$ cat config.mk
export PLATFORM = sky130hd
export DESIGN_NAME = json_string_escaper
export DESIGN_NICKNAME = d
export VERILOG_FILES = /design/src/sv/jse_pkg.sv /design/src/sv/jse_front.sv /design/src/sv/jse_fifo.sv /design/src/sv/jse_back.sv /design/src/sv/json_string_escaper.sv
export SDC_FILE = /design/constraint.sdc
export NUM_CORES = 1
export LEC_CHECK = 0
export BUFFER_PORTS_ARGS = -buffer_cell sky130_fd_sc_hd__clkbuf_2
export CAP_MARGIN = 20
export CORE_MARGIN = 10
export CORE_UTILIZATION = 45
export CTS_CLUSTER_SIZE = 40
export DETAILED_ROUTE_END_ITERATION = 16
export GPL_TIMING_DRIVEN = 0
export SYNTH_ARGS = -nofsm -noshare
export SYNTH_HDL_FRONTEND = slang
export SYNTH_HIERARCHICAL = 1
export SYNTH_SLANG_ARGS = --single-unit
export TNS_END_PERCENT = 10
$ cat constraint.sdc
create_clock -name clk -period 4.3 [get_ports clk]
set_input_delay 0.43 -clock clk [delete_from_list [all_inputs] [get_ports clk]]
set_output_delay 0.43 -clock clk [all_outputs]
set_load 0.01 [all_outputs]
$ cat src/sv/jse_pkg.sv
// Shared types, character codes and helpers for the JSON string escaper.
// No dependencies; used by every module of the block.
package jse_pkg;

	localparam int FIFO_DEPTH = 4;

	localparam logic [6:0] CH_QUOTE  = 7'h22;
	localparam logic [6:0] CH_BSLASH = 7'h5C;
	localparam logic [6:0] CH_U      = 7'h75;
	localparam logic [6:0] CH_N      = 7'h6E;
	localparam logic [6:0] CH_R      = 7'h72;
	localparam logic [6:0] CH_T      = 7'h74;
	localparam logic [6:0] CH_NUL    = 7'h00;

	localparam logic [7:0] B_QUOTE  = 8'h22;
	localparam logic [7:0] B_BSLASH = 8'h5C;
	localparam logic [7:0] B_LF     = 8'h0A;
	localparam logic [7:0] B_CR     = 8'h0D;
	localparam logic [7:0] B_TAB    = 8'h09;
	localparam logic [7:0] B_DEL    = 8'h7F;

	// what the back end emits after the optional opening quote
	typedef enum logic [2:0] {
		BODY_NONE,
		BODY_CHAR,
		BODY_ESC2,
		BODY_U1,
		BODY_U2,
		BODY_ERR
	} body_t;

	typedef struct packed {
		logic        quote;
		body_t       body;
		logic [6:0]  ch;
		logic        done;
		logic [15:0] v_hi;
		logic [15:0] v_lo;
	} job_t;

	typedef struct packed {
		logic push;
		job_t job;
	} push_t;

	function automatic logic [6:0] hex_char(input logic [3:0] n);
		hex_char = (n < 4'd10) ? (7'h30 + {3'b000, n}) : (7'h57 + {3'b000, n});
	endfunction

	function automatic logic [3:0] body_len(input body_t b);
		logic [3:0] len;
		unique case (b)
			BODY_CHAR: len = 4'd1;
			BODY_ESC2: len = 4'd2;
			BODY_U1:   len = 4'd6;
			BODY_U2:   len = 4'd12;
			BODY_ERR:  len = 4'd1;
			default:   len = 4'd0;
		endcase
		body_len = len;
	endfunction

endpackage

$ cat src/sv/jse_front.sv
// Front end: takes input words, tracks UTF-8 decode state, builds at most one job per word.
// Depends on jse_pkg.
module jse_front (
	input  logic            clk,
	input  logic            arst_n,
	input  logic            in_valid,
	output logic            in_ready,
	input  logic [7:0]      char_byte,
	input  logic            string_end,
	input  logic            full,
	output jse_pkg::push_t  push
);

	logic        in_string_q, in_string_n;
	logic [1:0]  pending_q, pending_n;
	logic [1:0]  seq_len_q, seq_len_n;
	logic [20:0] accum_q, accum_n;
	logic        skip_q, skip_n;

	logic        accept;
	logic [20:0] acc_cat;
	logic [25:0] u_off;
	jse_pkg::job_t job;
	logic        produce;

	assign in_ready = !full;
	assign accept   = in_valid && !full;
	assign acc_cat  = {accum_q[14:0], char_byte[5:0]};
	assign u_off    = {5'b00000, acc_cat} - 26'h0010000;

	always_comb begin
		in_string_n = in_string_q;
		pending_n   = pending_q;
		seq_len_n   = seq_len_q;
		accum_n     = accum_q;
		skip_n      = skip_q;
		job         = '0;
		job.body    = jse_pkg::BODY_NONE;
		produce     = 1'b0;
		if (skip_q) begin
			if (string_end) begin
				skip_n      = 1'b0;
				in_string_n = 1'b0;
				pending_n   = '0;
				seq_len_n   = '0;
				accum_n     = '0;
			end
		end else if (string_end) begin
			produce = 1'b1;
			if (pending_q != 2'd0) begin
				job.body = jse_pkg::BODY_ERR;
			end else begin
				job.quote = !in_string_q;
				job.body  = jse_pkg::BODY_CHAR;
				job.ch    = jse_pkg::CH_QUOTE;
				job.done  = 1'b1;
			end
			in_string_n = 1'b0;
			pending_n   = '0;
			seq_len_n   = '0;
			accum_n     = '0;
		end else if (pending_q != 2'd0) begin
			accum_n   = acc_cat;
			pending_n = pending_q - 2'd1;
			if (pending_q == 2'd1) begin
				produce = 1'b1;
				if (seq_len_q == 2'd3) begin
					job.body = jse_pkg::BODY_U2;
					job.v_hi = u_off[25:10] + 16'hD800;
					job.v_lo = {6'b110111, u_off[9:0]};
				end else begin
					job.body = jse_pkg::BODY_U1;
					job.v_hi = acc_cat[15:0];
				end
				accum_n   = '0;
				seq_len_n = '0;
			end
		end else begin
			job.quote   = !in_string_q;
			in_string_n = 1'b1;
			priority if (char_byte == jse_pkg::B_QUOTE || char_byte == jse_pkg::B_BSLASH) begin
				job.body = jse_pkg::BODY_ESC2;
				job.ch   = char_byte[6:0];
			end else if (char_byte == jse_pkg::B_LF) begin
				job.body = jse_pkg::BODY_ESC2;
				job.ch   = jse_pkg::CH_N;
			end else if (char_byte == jse_pkg::B_CR) begin
				job.body = jse_pkg::BODY_ESC2;
				job.ch   = jse_pkg::CH_R;
			end else if (char_byte == jse_pkg::B_TAB) begin
				job.body = jse_pkg::BODY_ESC2;
				job.ch   = jse_pkg::CH_T;
			end else if (char_byte <= 8'h1F || char_byte == jse_pkg::B_DEL) begin
				job.body = jse_pkg::BODY_U1;
				job.v_hi = {8'h00, char_byte};
			end else if (char_byte < 8'h80) begin
				job.body = jse_pkg::BODY_CHAR;
				job.ch   = char_byte[6:0];
			end else if ((char_byte & 8'hE0) == 8'hC0) begin
				accum_n   = {16'h0000, char_byte[4:0]};
				pending_n = 2'd1;
				seq_len_n = 2'd1;
			end else if ((char_byte & 8'hF0) == 8'hE0) begin
				accum_n   = {17'h00000, char_byte[3:0]};
				pending_n = 2'd2;
				seq_len_n = 2'd2;
			end else if ((char_byte & 8'hF8) == 8'hF0) begin
				accum_n   = {18'h00000, char_byte[2:0]};
				pending_n = 2'd3;
				seq_len_n = 2'd3;
			end else begin
				job.body    = jse_pkg::BODY_ERR;
				in_string_n = 1'b0;
				pending_n   = '0;
				seq_len_n   = '0;
				accum_n     = '0;
				skip_n      = 1'b1;
			end
			produce = job.quote || (job.body != jse_pkg::BODY_NONE);
		end
	end

	always_ff @(posedge clk or negedge arst_n) begin
		if (!arst_n) begin
			in_string_q <= 1'b0;
			pending_q   <= '0;
			seq_len_q   <= '0;
			accum_q     <= '0;
			skip_q      <= 1'b0;
		end else if (accept) begin
			in_string_q <= in_string_n;
			pending_q   <= pending_n;
			seq_len_q   <= seq_len_n;
			accum_q     <= accum_n;
			skip_q      <= skip_n;
		end
	end

	assign push.push = accept && produce;
	assign push.job  = job;

endmodule

$ cat src/sv/jse_fifo.sv
// Job queue between front and back ends.
// Depends on jse_pkg for the job type.
module jse_fifo #(
	parameter int DEPTH = jse_pkg::FIFO_DEPTH
) (
	input  logic           clk,
	input  logic           arst_n,
	input  jse_pkg::push_t wr,
	input  logic           pop,
	output logic           full,
	output logic           empty,
	output jse_pkg::job_t  head
);

	localparam int AW = (DEPTH > 1) ? $clog2(DEPTH) : 1;
	localparam int CW = $clog2(DEPTH + 1);

	jse_pkg::job_t mem_q [DEPTH];
	logic [AW-1:0] wr_ptr_q, rd_ptr_q;
	logic [CW-1:0] count_q;
	logic          do_push, do_pop;

	assign full    = (count_q == CW'(DEPTH));
	assign empty   = (count_q == '0);
	assign do_push = wr.push && !full;
	assign do_pop  = pop && !empty;
	assign head    = mem_q[rd_ptr_q];

	always_ff @(posedge clk) begin
		if (do_push) begin
			mem_q[wr_ptr_q] <= wr.job;
		end
	end

	always_ff @(posedge clk or negedge arst_n) begin
		if (!arst_n) begin
			wr_ptr_q <= '0;
			rd_ptr_q <= '0;
			count_q  <= '0;
		end else begin
			if (do_push) begin
				wr_ptr_q <= (wr_ptr_q == AW'(DEPTH - 1)) ? '0 : wr_ptr_q + 1'b1;
			end
			if (do_pop) begin
				rd_ptr_q <= (rd_ptr_q == AW'(DEPTH - 1)) ? '0 : rd_ptr_q + 1'b1;
			end
			if (do_push && !do_pop) begin
				count_q <= count_q + 1'b1;
			end else if (do_pop && !do_push) begin
				count_q <= count_q - 1'b1;
			end
		end
	end

endmodule

$ cat src/sv/jse_back.sv
// Back end: walks the head job one character per cycle, while the output is not stalled, into the output register.
// Depends on jse_pkg.
module jse_back (
	input  logic          clk,
	input  logic          arst_n,
	input  logic          empty,
	input  jse_pkg::job_t head,
	output logic          pop,
	output logic          out_valid,
	input  logic          out_ready,
	output logic [6:0]    out_char,
	output logic          run_last,
	output logic          string_done,
	output logic          encode_error
);

	logic [3:0]  idx_q;
	logic [3:0]  total, k, pos;
	logic        last;
	logic        adv;
	logic        valid_q;
	logic [6:0]  ch;
	logic        done, err;
	logic [15:0] v;
	logic [6:0]  char_q;
	logic        last_q, done_q, err_q;

	assign total = {3'b000, head.quote} + jse_pkg::body_len(head.body);
	assign last  = (idx_q == total - 4'd1);
	assign k     = idx_q - {3'b000, head.quote};
	assign pos   = (k >= 4'd6) ? (k - 4'd6) : k;
	assign v     = (k >= 4'd6) ? head.v_lo : head.v_hi;
	assign adv   = !valid_q || out_ready;
	assign pop   = adv && !empty && last;

	always_comb begin
		ch   = jse_pkg::CH_NUL;
		done = 1'b0;
		err  = 1'b0;
		if (head.quote && idx_q == 4'd0) begin
			ch = jse_pkg::CH_QUOTE;
		end else begin
			unique case (head.body)
				jse_pkg::BODY_CHAR: begin
					ch   = head.ch;
					done = head.done;
				end
				jse_pkg::BODY_ESC2: begin
					ch = (k == 4'd0) ? jse_pkg::CH_BSLASH : head.ch;
				end
				jse_pkg::BODY_U1, jse_pkg::BODY_U2: begin
					unique case (pos)
						4'd0:    ch = jse_pkg::CH_BSLASH;
						4'd1:    ch = jse_pkg::CH_U;
						4'd2:    ch = jse_pkg::hex_char(v[15:12]);
						4'd3:    ch = jse_pkg::hex_char(v[11:8]);
						4'd4:    ch = jse_pkg::hex_char(v[7:4]);
						default: ch = jse_pkg::hex_char(v[3:0]);
					endcase
				end
				jse_pkg::BODY_ERR: begin
					done = 1'b1;
					err  = 1'b1;
				end
				default: ch = jse_pkg::CH_NUL;
			endcase
		end
	end

	always_ff @(posedge clk or negedge arst_n) begin
		if (!arst_n) begin
			idx_q   <= '0;
			valid_q <= 1'b0;
		end else if (adv) begin
			valid_q <= !empty;
			if (!empty) begin
				idx_q <= last ? 4'd0 : idx_q + 4'd1;
			end
		end
	end

	always_ff @(posedge clk) begin
		if (adv && !empty) begin
			char_q <= ch;
			last_q <= last;
			done_q <= done;
			err_q  <= err;
		end
	end

	assign out_valid    = valid_q;
	assign out_char     = char_q;
	assign run_last     = last_q;
	assign string_done  = done_q;
	assign encode_error = err_q;

endmodule

$ cat src/sv/json_string_escaper.sv
// JSON string escaper: UTF-8 bytes in, quoted and escaped JSON text out, one char a word.
// Path: a taken word's job is written to the job queue, and its chars then pass through the output register.
// Throughput: one input word per cycle while each makes at most one char and the output
// is not stalled. A word making more chars (escape 2-3, \u00xx 6-7, surrogate pair 12)
// holds the back end meanwhile; the job queue lets the front take words until it fills.
// Reset: arst_n clears decode state, queue pointers and output valid at once.
module json_string_escaper #(
	parameter int FIFO_DEPTH = jse_pkg::FIFO_DEPTH
) (
	input  logic       clk,
	input  logic       arst_n,
	// input stream
	input  logic       s_tvalid,
	output logic       s_tready,
	input  logic [7:0] s_tdata,  // [7:0] char_byte
	input  logic       s_tlast,  // string_end
	// output stream
	output logic       m_tvalid,
	input  logic       m_tready,
	output logic [7:0] m_tdata,  // [6:0] out_char, [7] zero
	output logic       m_tlast,  // run_last: final char caused by one input word
	output logic [1:0] m_tuser   // [0] string_done, [1] encode_error
);

	// front to queue: one job per input word that yields any output
	jse_pkg::push_t fifo_wr;
	jse_pkg::job_t  fifo_head;
	logic           fifo_full, fifo_empty, fifo_pop;
	logic [6:0]     out_char;
	logic           string_done, encode_error;

	// Front: decode state (in-string, pending continuation bytes, code point
	// accumulator, skip after error) and classification of each word.
	jse_front u_front (
		.clk        (clk),
		.arst_n     (arst_n),
		.in_valid   (s_tvalid),
		.in_ready   (s_tready),
		.char_byte  (s_tdata),
		.string_end (s_tlast),
		.full       (fifo_full),
		.push       (fifo_wr)
	);

	// Short job queue so that front and back stall independently.
	jse_fifo #(
		.DEPTH (FIFO_DEPTH)
	) u_fifo (
		.clk    (clk),
		.arst_n (arst_n),
		.wr     (fifo_wr),
		.pop    (fifo_pop),
		.full   (fifo_full),
		.empty  (fifo_empty),
		.head   (fifo_head)
	);

	// Back: expands the head job (quote, short escape, \uXXXX, pair, error)
	// one char per cycle, while the output is not stalled, into the registered output.
	jse_back u_back (
		.clk          (clk),
		.arst_n       (arst_n),
		.empty        (fifo_empty),
		.head         (fifo_head),
		.pop          (fifo_pop),
		.out_valid    (m_tvalid),
		.out_ready    (m_tready),
		.out_char     (out_char),
		.run_last     (m_tlast),
		.string_done  (string_done),
		.encode_error (encode_error)
	);

	assign m_tdata = {1'b0, out_char};
	assign m_tuser = {encode_error, string_done};

	// An error char ends both the string and its word, and carries no text.
	a_err_ends: assert property (@(posedge clk) disable iff (!arst_n)
		m_tvalid && m_tuser[1] |-> m_tuser[0] && m_tlast && m_tdata == 8'h00)
		else $error("error char without done/last or with data");

	// A clean end of string is always the closing quote, last of its word.
	a_close_quote: assert property (@(posedge clk) disable iff (!arst_n)
		m_tvalid && m_tuser[0] && !m_tuser[1] |-> m_tdata == 8'h22 && m_tlast)
		else $error("string end not on closing quote");

	// The front never pushes into a full queue.
	a_no_overflow: assert property (@(posedge clk) disable iff (!arst_n)
		fifo_wr.push |-> !fifo_full)
		else $error("job queue overflow");

endmodule

; ---- Yosys cells after proc, flatten, opt, wreduce, memory -nomap -nowiden
; Memory sizes are Yosys's and may differ from the RTL's.
; Index checks and enable logic that the tools add are counted.
[op_classes]
n_lt_le_gt_ge = 7
shifts = 0
mul = 0
addsub = 20
n_eq_ne = 33
n_reduce_logical = 32
mux = 115
bitwise_logic = 1
div_mod_pow = 0
[ops]
columns = cell, count
row1 = $mux 15, 12
row2 = $mux 16, 9
row3 = $mux 10, 8
row4 = $mux 32, 2
row5 = $mux 7, 9
row6 = $mux 44, 1
row7 = $mux 2, 19
row8 = $mux 3, 12
row9 = $mux 1, 35
row10 = $pmux 7 s5, 1
row11 = $add 6x4->7 const A, 4
row12 = $add 7x4->7 const A, 4
row13 = $eq 8x4->1 const B, 3
row14 = $sub 21x17->22 const B, 1
row15 = $pmux 7 s3, 1
row16 = $ne 3x2->1 const B, 6
row17 = $add 16x16->16 const B, 1
row18 = $eq 8x7->1 const B, 2
row19 = $lt 4x4->1 const B, 4
row20 = $pmux 4 s4, 1
row21 = $eq 3x3->1 const B, 4
row22 = $logic_not 4->1, 3
row23 = $mux 4, 3
row24 = $logic_and 1x1->1, 9
row25 = other kinds (38), 54
[totals]
memories = 1
latchBits = 0
inputBits = 13
regBits = 43
romBits = 0
mem_bits_rw = 176
wordCells = 223
out_inout_bits = 13
[memory_table]
columns = name, depth, width, read_ports, rd_clocked_by_memory_dff, wr, line
row1 = u_fifo.mem_q, 4, 44, 1, 0, 1, jse_fifo.sv:18  ; jse_pkg::job_t mem_q [DEPTH];

; ---- Depth between registers and ports, before layout
[logic_depth]
depth_word = 24
ltp_mapped = 21
depth_no_buf = 16

; ---- Cells and area by module
; The synthesis kept the hierarchy.
[by_module_without_submodules]
columns = module, seq_area_each_um2, instances, cells_each, area_per_inst_um2
row1 = jse_fifo, 5460.2, 1, 267, 6787.8
row2 = jse_back, 425.4, 1, 241, 1954.4
row3 = jse_front, 525.5, 1, 237, 1773.0
row4 = json_string_escaper, 0.0, 1, 4, 26.3

; ---- Worst setup path before layout
; No wires, ideal clock.
[synth_timing]
path_type = flip-flop to flip-flop
start = reg u_fifo.rd_ptr_q[0]
end = reg u_back.char_q[2], in the netlist u_back/out_char[2], data pin
path_slack_ns = 0.018
setup_time_ns = 0.263
period_less_slack_ns = 4.282
required_time_ns = 4.037
arrival_ns = 4.020
n_path_buf = 6
stages_incl_launch_ff = 22
path_cell_list = dfrtp_1 > buf_6 > buf_4 > mux4_2 > ha_1 > ha_1 > buf_2 > o21bai_1 > a22o_1 > or2_1 > buf_6 > buf_4 > buf_4 > mux2i_1 > ha_1 > and4b_1 > a211oi_1 > a21oi_1 > nor2_1 > a311oi_1 > nor3_1 > o31ai_1
[synth_lines]
columns = element, line
row1 = start: declaration, jse_fifo.sv:19  ; logic [AW-1:0] wr_ptr_q, rd_ptr_q;
row2 = start signal: assignment, jse_fifo.sv:45  ; rd_ptr_q <= (rd_ptr_q == AW'(DEPTH - 1)) ? '0 : rd_ptr_q + 1'b1;
row3 = end signal: assignment, jse_back.sv:84  ; char_q <= ch;
row4 = end: declaration, jse_back.sv:25  ; logic [6:0] char_q;

==> out/results.txt <==
area grow syn2layout - 14.9%
global-route usage over all layers - 0.160
post-synthesis cell type with the largest combined area - sky130_fd_sc_hd__edfxtp_1
post-route minimum period - 4.25 ns
num ports - 26
register area share after synthesis - 0.608
number of antenna-violating nets in the routed design - 0
worst slew pin tran - 0.932 ns
net switching component of the power - 3.07 mW
maximum level of the CTS H-tree - 1
Max Fclk - 235 MHz
timing endpoint of the critical path - u_back/out_char[2]
synthesized area per cell - 14.1 µm²
cells on worst reg2reg path - 18
CTS clock-pin slew for the worst setup and hold paths - 0.06 ns
Core ar. - 22800 µm²
detailed placer's ending HPWL - 17200 µm
starting utilization of the core area - 0.461
Unique masters post-synth - 79
Crit path largest cell delay - 0.55 ns
element type at the critical path end - register
most used standard cells in the synthesized netlist - 186 x sky130_fd_sc_hd__edfxtp_1, 50 x sky130_fd_sc_hd__nand2_1, 45 x sky130_fd_sc_hd__nor2_1
initial detailed-routing violation count - 514
average detailed-routed wire length per instance - 21.2 µm
tightest slew margin relative to the limit - 0.378
via count of the first global-routing pass - 6736
first-pass GRT wire length - 38200 µm
fraction of final layout cells with drive strength greater than 1 - 0.218
post-synth design cell area - 10500 µm²
Worst Slack Setup Final - 0.0498 ns
Die Span X - 173 µm
data required time of the worst path - 4.61 ns
maximum net fanout on the critical path - 16
weighted congestion reported at the end of routability-driven placement - 0.882
Synthesized Nets - 780
hold-fix buffers at CTS - 0
Max Clock Skew - 0.0176 ns
Buffers on Ports - 23
combinational share of power - 0.421
overall routed net length - 24300 µm
vias per cell - 5.75
clk buf depth - 3
most common cell in the netlist - sky130_fd_sc_hd__edfxtp_1
row count - 55
clk root buf - sky130_fd_sc_hd__clkbuf_16
number of remaining DRC errors - 0
endpoint of the worst register-to-register path - u_back/out_char[2]
Critical Setup Path Class - reg2reg
RR Startpoint - u_fifo/rd_ptr_q[0]
total CTS buffers - 24
overall power after layout - 8.59 mW
pin count of the biggest net entering global routing - 34
maximum VDD drop - 0.000298 V
portion of total power attributed to sequential cells - 0.339
overflow left after global routing - 0
vias - 6572
maxcap violations - 0
data arrival at the endpoint of the critical path - 4.56 ns
Worst R2R Setup Slack - 0.05 ns
count of flip-flops with a built-in enable after synthesis - 186
part of the power in the clock network - 0.241
number of inserted filler cells in the final layout - 1908
Yosys top cell area share - 0.530
internal cell power - 5.52 mW
post-layout net count - 842
leading register cell type out of synthesis - sky130_fd_sc_hd__edfxtp_1
status - finished clean
launching element type of the critical path - register
switching fraction of total power - 0.357
post-synthesis instance total - 749
Synth async-reset ratio - 0.151
Hold Violations, Final - 0
Leakage Power - 4.33 nW
yosys warns - 6
initial antenna violation count - 0
setup tns final - 0 ns
die boundary height - 173 µm
final slew viol count - 0
post-synthesis sequential element count - 219
RSZ-0062 raised after global routing - yes
TritonCTS clock tree - yes
post-place setup slack - -0.950 ns
clk sinks - 219
first element of the critical path - u_fifo/rd_ptr_q[0]
fin crit share - 0.988
clock latency on the worst-skew pair - 0.52 ns
post-layout util - 0.530
n_diodes - 0
area of the die - 29900 µm²
cell with the largest stage delay on the worst path - sky130_fd_sc_hd__mux4_2
crit-path cells - buf_12 -> mux4_2 -> ha_4 -> ha_1 -> buf_4 -> nand2b_1 -> a21oi_2 -> or2_1 -> buf_12 -> mux2i_2 -> ha_2 -> and4b_1 -> a211oi_1 -> a21oi_1 -> nor2_1 -> a311oi_2 -> nor3_1 -> o31ai_1
cell seen most often among critical-path stages - sky130_fd_sc_hd__buf_12
top cells by area in the synthesized netlist - sky130_fd_sc_hd__edfxtp_1 53%, sky130_fd_sc_hd__mux4_2 9.4%, sky130_fd_sc_hd__dfrtp_1 7.8%
class of the tightest hold or removal check - in2async
setup violators final - 0
Power per Cell Area - 709 nW/µm²
number of search-and-repair iterations in the first detailed-routing pass - 4
-- power groups by stage --
stage / clock [mW] / combinational, mW / sequential, mW
floorplan: 0 / 2.46 / 2.94
global placement: 0 / 3.30 / 2.95
detailed placement: 0 / 3.43 / 2.95
CTS: 2.11 / 3.53 / 2.91
global route: 2.20 / 3.95 / 2.94
finish: 2.07 / 3.61 / 2.91
-- critical path, delay by kind of cell (launching register included) --
family	cells	cell delay (ns)
AOI/OAI and AO/OA	5	1.00
adders and majority gates	3	0.72
and+or+nand+nor	5	0.69
buffers and inverters	3	0.45
DFF	1	0.39
muxes	2	0.79
-- state kept, by name, summed over array words and instances (netlist names), 2 cells and up --
register,count
u_front/accum_q,15
u_front/seq_len_q,2
u_fifo/wr_ptr_q,2
u_fifo/count_q,3
u_back/idx_q,4
u_fifo/rd_ptr_q,2
u_fifo/mem_q,176
u_front/pending_q,2
u_back/out_char,7
-- per-stage QoR --
step	instance area, µm²	hold WS (ns)	std cells
after floorplan	10500	0.134	749
after global placement	11000	0.491	1085
after detailed placement	11200	0.497	1089
after CTS	12000	0.0756	1134
after global routing	12100	0.112	1142
final	12100	0.0445	1142
-- layout make-up --
cell class,instances,area (µm²),share of cell area
clock inverter,15,165,0.0136
tap,313,392,0.0323
timing repair buffer,40,330,0.0273
sequential,219,6410,0.529
multi-input combinational,462,3830,0.316
clock buffer,29,641,0.0529
buffer,42,262,0.0216
inverter,22,82.6,0.00682
-- layer usage --
metal  share of wire  wire length, µm  track usage  up-vias
met2            0.48            11700        0.263      156
met5               0                0            0        -
met1            0.45            11000        0.213     3352
met4           0.024              574       0.0474        0
li1                -                -            -     3022
met3           0.041              985       0.0242       42
-- layout by cell type, fill, tap and decap left out, types with 10 or more instances in the layout --
cell and instances:
sky130_fd_sc_hd__a211oi_1 15, sky130_fd_sc_hd__a21oi_1 30, sky130_fd_sc_hd__and2_1 13, sky130_fd_sc_hd__buf_4 24, sky130_fd_sc_hd__clkbuf_1 17, sky130_fd_sc_hd__clkbuf_16 25
sky130_fd_sc_hd__clkbuf_2 23, sky130_fd_sc_hd__dfrtp_1 33, sky130_fd_sc_hd__edfxtp_1 186, sky130_fd_sc_hd__ha_1 15, sky130_fd_sc_hd__inv_1 21, sky130_fd_sc_hd__mux2i_1 15
sky130_fd_sc_hd__mux4_2 44, sky130_fd_sc_hd__nand2_1 50, sky130_fd_sc_hd__nand2b_1 13, sky130_fd_sc_hd__nand3_1 10, sky130_fd_sc_hd__nor2_1 44, sky130_fd_sc_hd__nor3_1 14
sky130_fd_sc_hd__o21ai_0 27, sky130_fd_sc_hd__o21ai_1 18, sky130_fd_sc_hd__xnor2_1 13
-- how the worst min path moves through the flow --
stage                          start              endpoint  slack (ns)
finish                        arst_n  u_front/seq_len_q[0]        0.04
detailed placement  u_back/out_valid      u_back/out_valid        0.50
global placement    u_back/out_valid      u_back/out_valid        0.49
CTS                           arst_n  u_front/seq_len_q[0]        0.08
floorplan                     arst_n       u_back/idx_q[0]        0.13
global route                  arst_n  u_front/seq_len_q[0]        0.11
-- cell families (layout without fill, tap and decap cells) --
kind of cell / count (synthesis) / in the layout / share of synthesized area
DFF: 219 / 219 / 0.608
AOI/OAI and AO/OA: 154 / 154 / 0.0982
buffers and inverters: 68 / 148 / 0.0330
adders and majority gates: 18 / 18 / 0.0221
and+or+nand+nor: 199 / 199 / 0.102
muxes: 67 / 67 / 0.118
other: 2 / 2 / 0.000712
xor gates and xnor gates: 22 / 22 / 0.0183
-- what timing repair did --
| item | CTS | global route |
|---|---|---|
| setup endpoints to repair | 6 | 3 |
| resized for setup | 15 | 4 |
| pin swaps | 5 | 7 |
| buffers inserted | 4 | 9 |
| cloned | 0 | 0 |
Note: power is estimated with default switching activity, not from simulation.
